[src/rtl/positional_array_list_top_defines.svh]
// Assertion macros shared by the positional array list RTL.
`ifndef POSITIONAL_ARRAY_LIST_TOP_DEFINES_SVH
`define POSITIONAL_ARRAY_LIST_TOP_DEFINES_SVH
`ifndef SYNTHESIS
`define PLAC_ASSERT(lbl, prop, msg) \
    lbl: assert property (@(posedge i_clk) disable iff (!i_rst_n) prop) \
        else $error(msg);
`define PLAC_ASSERT_NEXT(lbl, trig, cond, msg) \
    lbl: assert property (@(posedge i_clk) disable iff (!i_rst_n) (trig) |=> (cond)) \
        else $error(msg);
`else
`define PLAC_ASSERT(lbl, prop, msg)
`define PLAC_ASSERT_NEXT(lbl, trig, cond, msg)
`endif
`endif

[src/rtl/plac_pkg.sv]
// Shared types and constants for the positional array list.
package plac_pkg;

    localparam int DEF_MAX_ENTRIES = 16;
    localparam int DATA_W = 32;
    localparam int POS_W  = 5;
    localparam int OP_W   = 3;
    localparam int ST_W   = 3;
    localparam int CAP_W  = 5;

    localparam logic [CAP_W-1:0] CAP_RESET = 5'd16;

    localparam logic [OP_W-1:0] OP_INSERT = 3'd0;
    localparam logic [OP_W-1:0] OP_REMOVE = 3'd1;
    localparam logic [OP_W-1:0] OP_GET    = 3'd2;
    localparam logic [OP_W-1:0] OP_UPDATE = 3'd3;
    localparam logic [OP_W-1:0] OP_FIND   = 3'd4;
    localparam logic [OP_W-1:0] OP_CLEAR  = 3'd5;

    localparam logic [ST_W-1:0] ST_OK        = 3'd0;
    localparam logic [ST_W-1:0] ST_FULL      = 3'd1;
    localparam logic [ST_W-1:0] ST_EMPTY     = 3'd2;
    localparam logic [ST_W-1:0] ST_INVALID   = 3'd3;
    localparam logic [ST_W-1:0] ST_NOT_FOUND = 3'd4;

    typedef enum logic [2:0] {
        CELL_HOLD   = 3'd0,
        CELL_INSERT = 3'd1,
        CELL_REMOVE = 3'd2,
        CELL_WRITE  = 3'd3,
        CELL_ROTATE = 3'd4
    } t_cell_op;

    typedef struct packed {
        t_cell_op           op;
        logic [POS_W-1:0]   slot;
        logic [DATA_W-1:0]  value;
    } t_cell_cmd;

    typedef enum logic [1:0] {
        S_IDLE = 2'b01,
        S_SCAN = 2'b10
    } t_state;

endpackage

[src/rtl/plac_cell.sv]
// One list cell: holds one entry and moves it to or from its ring neighbors.
module plac_cell #(
    parameter int CELL_IDX = 0
) (
    input  logic                        i_clk,
    input  plac_pkg::t_cell_cmd         i_cmd,
    input  logic [plac_pkg::DATA_W-1:0] i_left,
    input  logic [plac_pkg::DATA_W-1:0] i_right,
    output logic [plac_pkg::DATA_W-1:0] o_entry
);
    import plac_pkg::*;

    localparam logic [31:0] IDX = 32'(CELL_IDX);

    logic [DATA_W-1:0] r_entry;
    logic [31:0]       w_slot;

    assign w_slot  = 32'(i_cmd.slot);
    assign o_entry = r_entry;

    always_ff @(posedge i_clk) begin
        unique case (i_cmd.op)
            CELL_INSERT: begin
                if (IDX == w_slot) begin
                    r_entry <= i_cmd.value;
                end else if (IDX > w_slot) begin
                    r_entry <= i_left;
                end
            end
            CELL_REMOVE: begin
                // close the gap: everything at or above the slot moves down
                if (IDX >= w_slot) begin
                    r_entry <= i_right;
                end
            end
            CELL_WRITE: begin
                if (IDX == w_slot) begin
                    r_entry <= i_cmd.value;
                end
            end
            CELL_ROTATE: begin
                r_entry <= i_right;
            end
            default: begin
                r_entry <= r_entry;
            end
        endcase
    end

endmodule

[src/rtl/plac_chain.sv]
// Ring of list cells; cell 0 is the head seen by the scan logic.
module plac_chain #(
    parameter int MAX_ENTRIES = plac_pkg::DEF_MAX_ENTRIES
) (
    input  logic                        i_clk,
    input  plac_pkg::t_cell_cmd         i_cmd,
    output logic [plac_pkg::DATA_W-1:0] o_head
);
    import plac_pkg::*;

    logic [DATA_W-1:0] w_entry [MAX_ENTRIES];

    for (genvar g = 0; g < MAX_ENTRIES; g++) begin : g_cell
        localparam int LEFT  = (g + MAX_ENTRIES - 1) % MAX_ENTRIES;
        localparam int RIGHT = (g + 1) % MAX_ENTRIES;
        plac_cell #(
            .CELL_IDX (g)
        ) u_cell (
            .i_clk   (i_clk),
            .i_cmd   (i_cmd),
            .i_left  (w_entry[LEFT]),
            .i_right (w_entry[RIGHT]),
            .o_entry (w_entry[g])
        );
    end

    assign o_head = w_entry[0];

endmodule

[src/rtl/positional_array_list_top.sv]
// Positional array list: ordered list of signed 32-bit values kept in a ring of cells.
// Insert, remove, update, clear, unused codes and any request that fails its checks
// are done in the cycle of acceptance and report in the next cycle, so they can
// run back to back. Get with a valid position and find rotate the cell ring once
// around through the head cell: busy stays high for the whole scan and the result
// beat is registered at the last scan step. Each result beat is on the ports for
// one cycle with o_done high and cannot be held off. The user must write the capacity
// register through i_cfg_we only while the block is idle; this is not enforced.
`include "positional_array_list_top_defines.svh"

module positional_array_list_top #(
    parameter int MAX_ENTRIES = plac_pkg::DEF_MAX_ENTRIES
) (
    input  logic                               i_clk,
    input  logic                               i_rst_n,
    input  logic                               start,
    output logic                               busy,
    input  logic                               i_cfg_we,
    input  logic        [plac_pkg::CAP_W-1:0]  i_cfg_wdata,
    input  logic        [plac_pkg::OP_W-1:0]   i_operation,
    input  logic        [plac_pkg::POS_W-1:0]  i_position,
    input  logic signed [plac_pkg::DATA_W-1:0] i_value,
    output logic                               o_done,
    output logic        [plac_pkg::ST_W-1:0]   o_status,
    output logic signed [plac_pkg::DATA_W-1:0] o_read_data,
    output logic        [plac_pkg::POS_W-1:0]  o_found_position,
    output logic        [plac_pkg::POS_W-1:0]  o_entry_count
);
    import plac_pkg::*;

    localparam int CW    = $clog2(MAX_ENTRIES + 1);
    localparam int CMP_W = ((CW > POS_W) ? CW : POS_W) + 1;
    localparam int KW    = (MAX_ENTRIES > 1) ? $clog2(MAX_ENTRIES) : 1;
    localparam logic [KW-1:0]    K_LAST = KW'(MAX_ENTRIES - 1);
    localparam logic [CMP_W-1:0] MAXX   = CMP_W'(MAX_ENTRIES);

    t_state             r_state;
    logic [CW-1:0]      r_count;
    logic [CW-1:0]      n_count;
    logic [CAP_W-1:0]   r_cap;
    logic               r_done;
    logic               n_done;
    logic [KW-1:0]      r_k;

    logic               r_find;
    logic [DATA_W-1:0]  r_val;
    logic [POS_W-1:0]   r_slot;
    logic               r_hit;
    logic [DATA_W-1:0]  r_rd;
    logic [POS_W-1:0]   r_found;
    logic               n_hit;
    logic [DATA_W-1:0]  n_rd;
    logic [POS_W-1:0]   n_found;

    logic [ST_W-1:0]    r_status;
    logic [DATA_W-1:0]  r_rd_out;
    logic [POS_W-1:0]   r_found_out;
    logic [POS_W-1:0]   r_cnt_out;

    t_cell_cmd          w_cmd;
    logic [DATA_W-1:0]  w_head;
    logic               w_acc;
    logic               w_scan_go;
    logic               w_find;
    logic [ST_W-1:0]    w_status;
    logic [CMP_W-1:0]   w_posx;
    logic [CMP_W-1:0]   w_cntx;
    logic [CMP_W-1:0]   w_capx;
    logic [CMP_W-1:0]   w_kx;
    logic               w_pos_ok;
    logic               w_ins_pos_ok;
    logic               w_full;
    logic               w_match;
    logic               w_last;

    plac_chain #(
        .MAX_ENTRIES (MAX_ENTRIES)
    ) u_chain (
        .i_clk  (i_clk),
        .i_cmd  (w_cmd),
        .o_head (w_head)
    );

    assign busy  = (r_state == S_SCAN);
    assign w_acc = start && !busy;

    assign w_posx       = CMP_W'(i_position);
    assign w_cntx       = CMP_W'(r_count);
    assign w_capx       = CMP_W'(r_cap);
    assign w_pos_ok     = (i_position != '0) && (w_posx <= w_cntx);
    assign w_ins_pos_ok = (i_position != '0) && (w_posx <= w_cntx + 1'b1);
    assign w_full       = (w_cntx >= w_capx) || (w_cntx >= MAXX);

    // request decode in idle, ring rotation while scanning
    always_comb begin
        n_count    = r_count;
        w_cmd.op    = CELL_HOLD;
        w_cmd.slot  = i_position - 1'b1;
        w_cmd.value = i_value;
        w_status   = ST_OK;
        w_scan_go  = 1'b0;
        w_find     = 1'b0;
        if (busy) begin
            w_cmd.op = CELL_ROTATE;
        end else if (w_acc) begin
            case (i_operation)
                OP_INSERT: begin
                    if (w_full) begin
                        w_status = ST_FULL;
                    end else if (!w_ins_pos_ok) begin
                        w_status = ST_INVALID;
                    end else begin
                        w_cmd.op = CELL_INSERT;
                        n_count  = r_count + 1'b1;
                    end
                end
                OP_REMOVE: begin
                    if (r_count == '0) begin
                        w_status = ST_EMPTY;
                    end else if (!w_pos_ok) begin
                        w_status = ST_INVALID;
                    end else begin
                        w_cmd.op = CELL_REMOVE;
                        n_count  = r_count - 1'b1;
                    end
                end
                OP_GET: begin
                    if (!w_pos_ok) begin
                        w_status = ST_INVALID;
                    end else begin
                        w_scan_go = 1'b1;
                    end
                end
                OP_UPDATE: begin
                    if (!w_pos_ok) begin
                        w_status = ST_INVALID;
                    end else begin
                        w_cmd.op = CELL_WRITE;
                    end
                end
                OP_FIND: begin
                    w_scan_go = 1'b1;
                    w_find    = 1'b1;
                end
                OP_CLEAR: begin
                    n_count = '0;
                end
                default: begin
                    n_count = r_count;
                end
            endcase
        end
    end

    // head cell holds entry r_k during scan cycle r_k
    assign w_kx    = CMP_W'(r_k);
    assign w_last  = (r_k == K_LAST);
    assign w_match = r_find && !r_hit && (w_kx < w_cntx) && (w_head == r_val);
    assign n_hit   = r_hit || w_match;
    assign n_found = w_match ? POS_W'(w_kx + 1'b1) : r_found;
    assign n_rd    = (!r_find && (w_kx == CMP_W'(r_slot))) ? w_head : r_rd;

    // result beat after a request that needs no scan or at the end of a scan
    assign n_done  = ((r_state == S_IDLE) && w_acc && !w_scan_go) ||
                     ((r_state == S_SCAN) && w_last);

    always_ff @(posedge i_clk) begin
        if (!i_rst_n) begin
            r_state <= S_IDLE;
            r_count <= '0;
            r_cap   <= CAP_RESET;
            r_done  <= 1'b0;
            r_k     <= '0;
        end else begin
            r_done <= n_done;
            if (i_cfg_we) begin
                r_cap <= i_cfg_wdata;
            end
            unique case (r_state)
                S_IDLE: begin
                    if (w_acc) begin
                        r_count <= n_count;
                        if (w_scan_go) begin
                            r_state <= S_SCAN;
                            r_k     <= '0;
                        end
                    end
                end
                S_SCAN: begin
                    if (w_last) begin
                        r_state <= S_IDLE;
                        r_k     <= '0;
                    end else begin
                        r_k <= r_k + 1'b1;
                    end
                end
                default: begin
                    r_state <= S_IDLE;
                end
            endcase
        end
    end

    // scan bookkeeping and result beat payload
    always_ff @(posedge i_clk) begin
        if (r_state == S_SCAN) begin
            r_hit   <= n_hit;
            r_rd    <= n_rd;
            r_found <= n_found;
            if (w_last) begin
                r_status    <= (r_find && !n_hit) ? ST_NOT_FOUND : ST_OK;
                r_rd_out    <= r_find ? '0 : n_rd;
                r_found_out <= r_find ? n_found : '0;
                r_cnt_out   <= POS_W'(r_count);
            end
        end else if (w_acc) begin
            r_find  <= w_find;
            r_val   <= i_value;
            r_slot  <= i_position - 1'b1;
            r_hit   <= 1'b0;
            r_rd    <= '0;
            r_found <= '0;
            if (!w_scan_go) begin
                r_status    <= w_status;
                r_rd_out    <= '0;
                r_found_out <= '0;
                r_cnt_out   <= POS_W'(n_count);
            end
        end
    end

    assign o_done           = r_done;
    assign o_status         = r_status;
    assign o_read_data      = r_rd_out;
    assign o_found_position = r_found_out;
    assign o_entry_count    = r_cnt_out;

    `PLAC_ASSERT(a_state_onehot, $onehot(r_state), "state register not one-hot")
    `PLAC_ASSERT(a_count_bound, (CMP_W'(r_count) <= MAXX), "entry count above list size")
    `PLAC_ASSERT(a_done_idle, (o_done |-> !busy), "result beat while scan still running")
    `PLAC_ASSERT(a_k_idle, ((r_state == S_IDLE) |-> (r_k == '0)), "scan index not parked")
    `PLAC_ASSERT_NEXT(a_scan_start, w_acc && w_scan_go, busy, "scan did not start")

endmodule

[config.mk]
export PLATFORM = sky130hd
export DESIGN_NAME = positional_array_list_top
export DESIGN_NICKNAME = d
export VERILOG_FILES = /design/src/rtl/plac_pkg.sv /design/src/rtl/plac_cell.sv /design/src/rtl/plac_chain.sv /design/src/rtl/positional_array_list_top.sv
export VERILOG_INCLUDE_DIRS = /design/src /design/src/rtl
export SDC_FILE = /design/constraint.sdc
export NUM_CORES = 1
export LEC_CHECK = 0
export BUFFER_PORTS_ARGS = -buffer_cell sky130_fd_sc_hd__buf_4
export CORE_ASPECT_RATIO = 0.5
export CORE_MARGIN = 2
export CORE_UTILIZATION = 45
export DETAILED_ROUTE_END_ITERATION = 16
export HOLD_SLACK_MARGIN = 0.06
export MAX_ROUTING_LAYER = met4
export PLACE_DENSITY = 0.66
export SETUP_SLACK_MARGIN = 0.15
export SLEW_MARGIN = 5
export SYNTH_ARGS = -nofsm -noshare
export SYNTH_HDL_FRONTEND = slang
export SYNTH_SLANG_ARGS = --single-unit
[constraint.sdc]
create_clock -name i_clk -period 14.03 [get_ports i_clk]
set_input_delay 1.403 -clock i_clk [delete_from_list [all_inputs] [get_ports i_clk]]
set_output_delay 1.403 -clock i_clk [all_outputs]
set_load 0.01 [all_outputs]
==> impl_results.md <==
- Status: completed
- Post-layout min period: about 5.3 ns
- Clock latency on the worst-skew pair: roughly 0.68 ns
- Synth Register Bits: 650
- Number of synthesized flops with an enable pin: 633
- Finished Cell Area: 0.0355 mm2
- Initial Util: between 40% and 50%
- First-pass detailed-route iteration total: 7
- Final WL: 110 mm
- Seq/Total Area, Yosys: 59.3%
- Iteration-0 DRC Markers: 4376
- Syn Area/Cell: 13.0 um2
- Number of port buffers: 95
- Clock root buffer: clkbuf_16
- RePlAce Congestion: 0.922
- Pwr dens: 117 mW/mm2
- Crit-path max FO: 96
- Fraction of layout cells with a size suffix above 1: 11.5%
- Nets: 2501
- Net switching power: 0.000993 W
- Fraction of registers with async set or reset after synthesis: 0%
- Vias/cell: 7.16
- Final Skew: 0.0374 ns
- Layout area overhead: 8.82%
- Max_cap viols: 0
- WP depth: 10
- Worst hold-check path type: reg2reg
- Initial antenna violation count: 6
- Gate power share: 7.7%
- Internal: 0.00314 W
- Setup ws final: 8.75 ns
- Core area: 0.0714 mm2
- Clock sink count: 650
- Die Span X: between 300 and 400 um
- Worst EP arrival: 5.80 ns
- Sw Ratio: 24.0%
- Synth Instances: around 2500
- Pin count of the biggest net entering global routing: 137
- Critical path launch point type: primary input
- CTS max path bufs: 3
- Pre-CTS setup slack: just over 8 ns
- Area leader, netlist: edfxtp_1
- Worst slew pin tran: 1.26 ns
- Relative slew slack: 16.2%
- Hold_buf cts: 0
- Setup Fix Bufs, Post-CTS: 0
- Leakage: 12.7 nW
- Grt total ovfl: 0
- Fillers: 6095
- Slew Viols, Final: 0
- Reg2reg end: u_chain.g_cell[5].u_cell.o_entry[9]
- CP most frequent cell: buf_4
- Post-Syn Nets: 2591
- Synth cell count leaders: edfxtp_1 (633), and3_1 (484), a221o_1 (480), clkbuf_1 (197), nor2_1 (70)
- Req. time, crit path: 14.55 ns
- CP bufs+invs: 4
- CP delay by family, top: buffers and inverters
- CTS tree: built
- Die Area: roughly 0.075 mm2
- Clk slew on worst S/H paths: 0.07 ns
- Worst setup path startpoint: i_position[0]
- Synth Cell Area: around 0.033 mm2
- First-pass GRT wire length: around 160 mm
- CP max stage cell: buf_4
- VDD IR max: 102 uV
- HPWL after DPL: roughly 65 mm
- Ratio of final minimum period to clock period: 37.6%
- Vias in the first global route: 22800
- Final setup violation count: 0
- Max incr delay on CP: 0.92 ns
- CTS resizes: 0
- Worst R2R Path Depth: 10
- Post-route ant nets: 0
- Area contributors post-synth: edfxtp_1 (58%), a221o_1 (15%), and3_1 (9.3%)
- Worst Setup EP: u_chain.g_cell[5].u_cell.o_entry[9]
- Drc violations: 0
- Drt wl/cell: approximately 32 um
- Clock power frac: between 30 and 40%
- Yosys cell types: 69
- Worst-path cell chain: buf_4 -> inv_1 -> ha_1 -> or4b_1 -> o2111ai_4 -> nor2_1 -> a21o_4 -> buf_4 -> buf_4 -> a221o_1
- Fin Setup TNS: 0 ns
- Placed Area: 0.0337 mm2
- Yosys top cell area share: 58.3%
- Crit path capture type: flop
- RSZ-0062 raised after global routing: false
- Count leader, synth: edfxtp_1
- Yosys warns: 0
- H-tree levels: 2
- Vias: 24600
- Fmax: 189 MHz
- Reg-to-Reg Start: r_count[2]
- Rows: 69
- R2R setup slack: 9.14 ns
- Fin. Hold Viols: 0
- Critical path class: in2reg
- GRT Overall Usage: between 20% and 30%
- Sequential power share: approximately 54%
- Total CTS buffers: 59
- Main flop type after synthesis: edfxtp_1
- DIE HEIGHT: a little under 200 um
- I/O pin count: 96
-- per-layer routing --
| metal | up-vias | track usage (%) | routed length [um] |
|---|---|---|---|
| met3 | 161 | 10.7 | 19000 |
| li1 | 10200 | - | - |
| met2 | 2043 | 36.9 | 43200 |
| met5 | - | - | 0 |
| met4 | 0 | 7.05 | 2480 |
| met1 | 12200 | 44.2 | 45400 |
-- registers in the layout, indices dropped and copies added (netlist names) --
signal,cells
r_slot,5
u_chain.g_cell.u_cell.o_entry,512
r_rd,32
r_cap,5
r_val,32
r_k,4
r_hit,1
r_found,5
r_state,2
o_found_position,5
o_entry_count,5
r_find,1
o_read_data,32
o_status,3
o_done,1
r_count,5
-- cell usage in the layout, fill, tap and decap left out, types with 8 or more instances in the layout --
master     instances
edfxtp_1         633
and3_1           483
a221o_1          480
buf_4            162
nor2_1            70
o21ai_0           59
clkbuf_16         59
inv_1             55
nor3_1            46
mux2i_1           42
nand2_1           38
xor2_1            32
a32oi_1           32
nand3_1           27
ha_1              24
clkinv_1          20
dfxtp_1           17
o21ai_2           15
clkbuf_1          13
nor4_1            12
nor2b_1           11
a21oi_1           10
xnor2_1            8
a21oi_4            8
-- logic make-up after synthesis --
| group | count (synthesis) | synth area share, % |
|---|---|---|
| multiplexers | 42 | 1.29 |
| buffers and inverters | 370 | 5.70 |
| flip-flops | 650 | 59.3 |
| adder cells (fa/ha/maj) | 24 | 0.921 |
| AND/OR/NAND/NOR | 722 | 12.9 |
| XOR/XNOR | 40 | 1.07 |
| AO/OA/AOI/OAI | 670 | 18.8 |
-- metrics by stage --
| step | hold WS (ns) | power (W) | util (%) | cells |
|---|---|---|---|---|
| 6_report | 0.530 | 0.00414 | 49.7 | 3439 |
| 4_1_cts | 0.531 | 0.00413 | 49.7 | 3432 |
| 3_3_place_gp | 0.488 | 0.00256 | 47.1 | 3325 |
| 3_5_place_dp | 0.517 | 0.00256 | 47.1 | 3325 |
| 2_1_floorplan | 0.459 | 0.00244 | - | 2518 |
| 5_1_grt | 0.555 | 0.00424 | 49.7 | 3439 |
-- worst register-to-register path: stages (launching register included) --
cell	delay (ns)
dfxtp_1	0.57
inv_1	0.23
ha_1	0.34
o21ai_0	0.17
a21oi_1	0.07
o31ai_1	0.21
buf_4	0.25
a21o_4	0.64
buf_4	0.86
buf_4	1.03
a221o_1	0.40
-- power by group through the flow --
stage                     sequential, W  combinational [W]  clock, W
after CTS                       0.00221           0.000311   0.00161
final                           0.00222           0.000319   0.00160
after global routing            0.00222           0.000338   0.00169
after floorplan                 0.00225           0.000200         0
after global placement          0.00225           0.000304         0
after detailed placement        0.00226           0.000309         0
-- how the worst min path moves through the flow --
stage	from	end	slack, ns	cells after the start
2_1_floorplan	r_cap[4]	r_cap[4]	0.46	2
3_3_place_gp	r_cap[4]	r_cap[4]	0.49	2
3_5_place_dp	r_cap[3]	r_cap[3]	0.52	2
4_1_cts	r_cap[3]	r_cap[3]	0.53	2
5_1_grt	r_cap[2]	r_cap[2]	0.56	2
6_report	r_cap[3]	r_cap[3]	0.53	2
-- area by class of cell --
class                   count  area (um2)  area share (%)
well taps                 958        1200            3.38
inverters                  57         214           0.603
clock inverters            35         298           0.839
multi-input cells        1498       11700            32.9
diodes                      7        17.5          0.0493
repair buffers            162        1220            3.43
flip-flops and latches    650       19300            54.5
clock buffers              72        1530            4.30
Power figures use the tool's default switching activity.
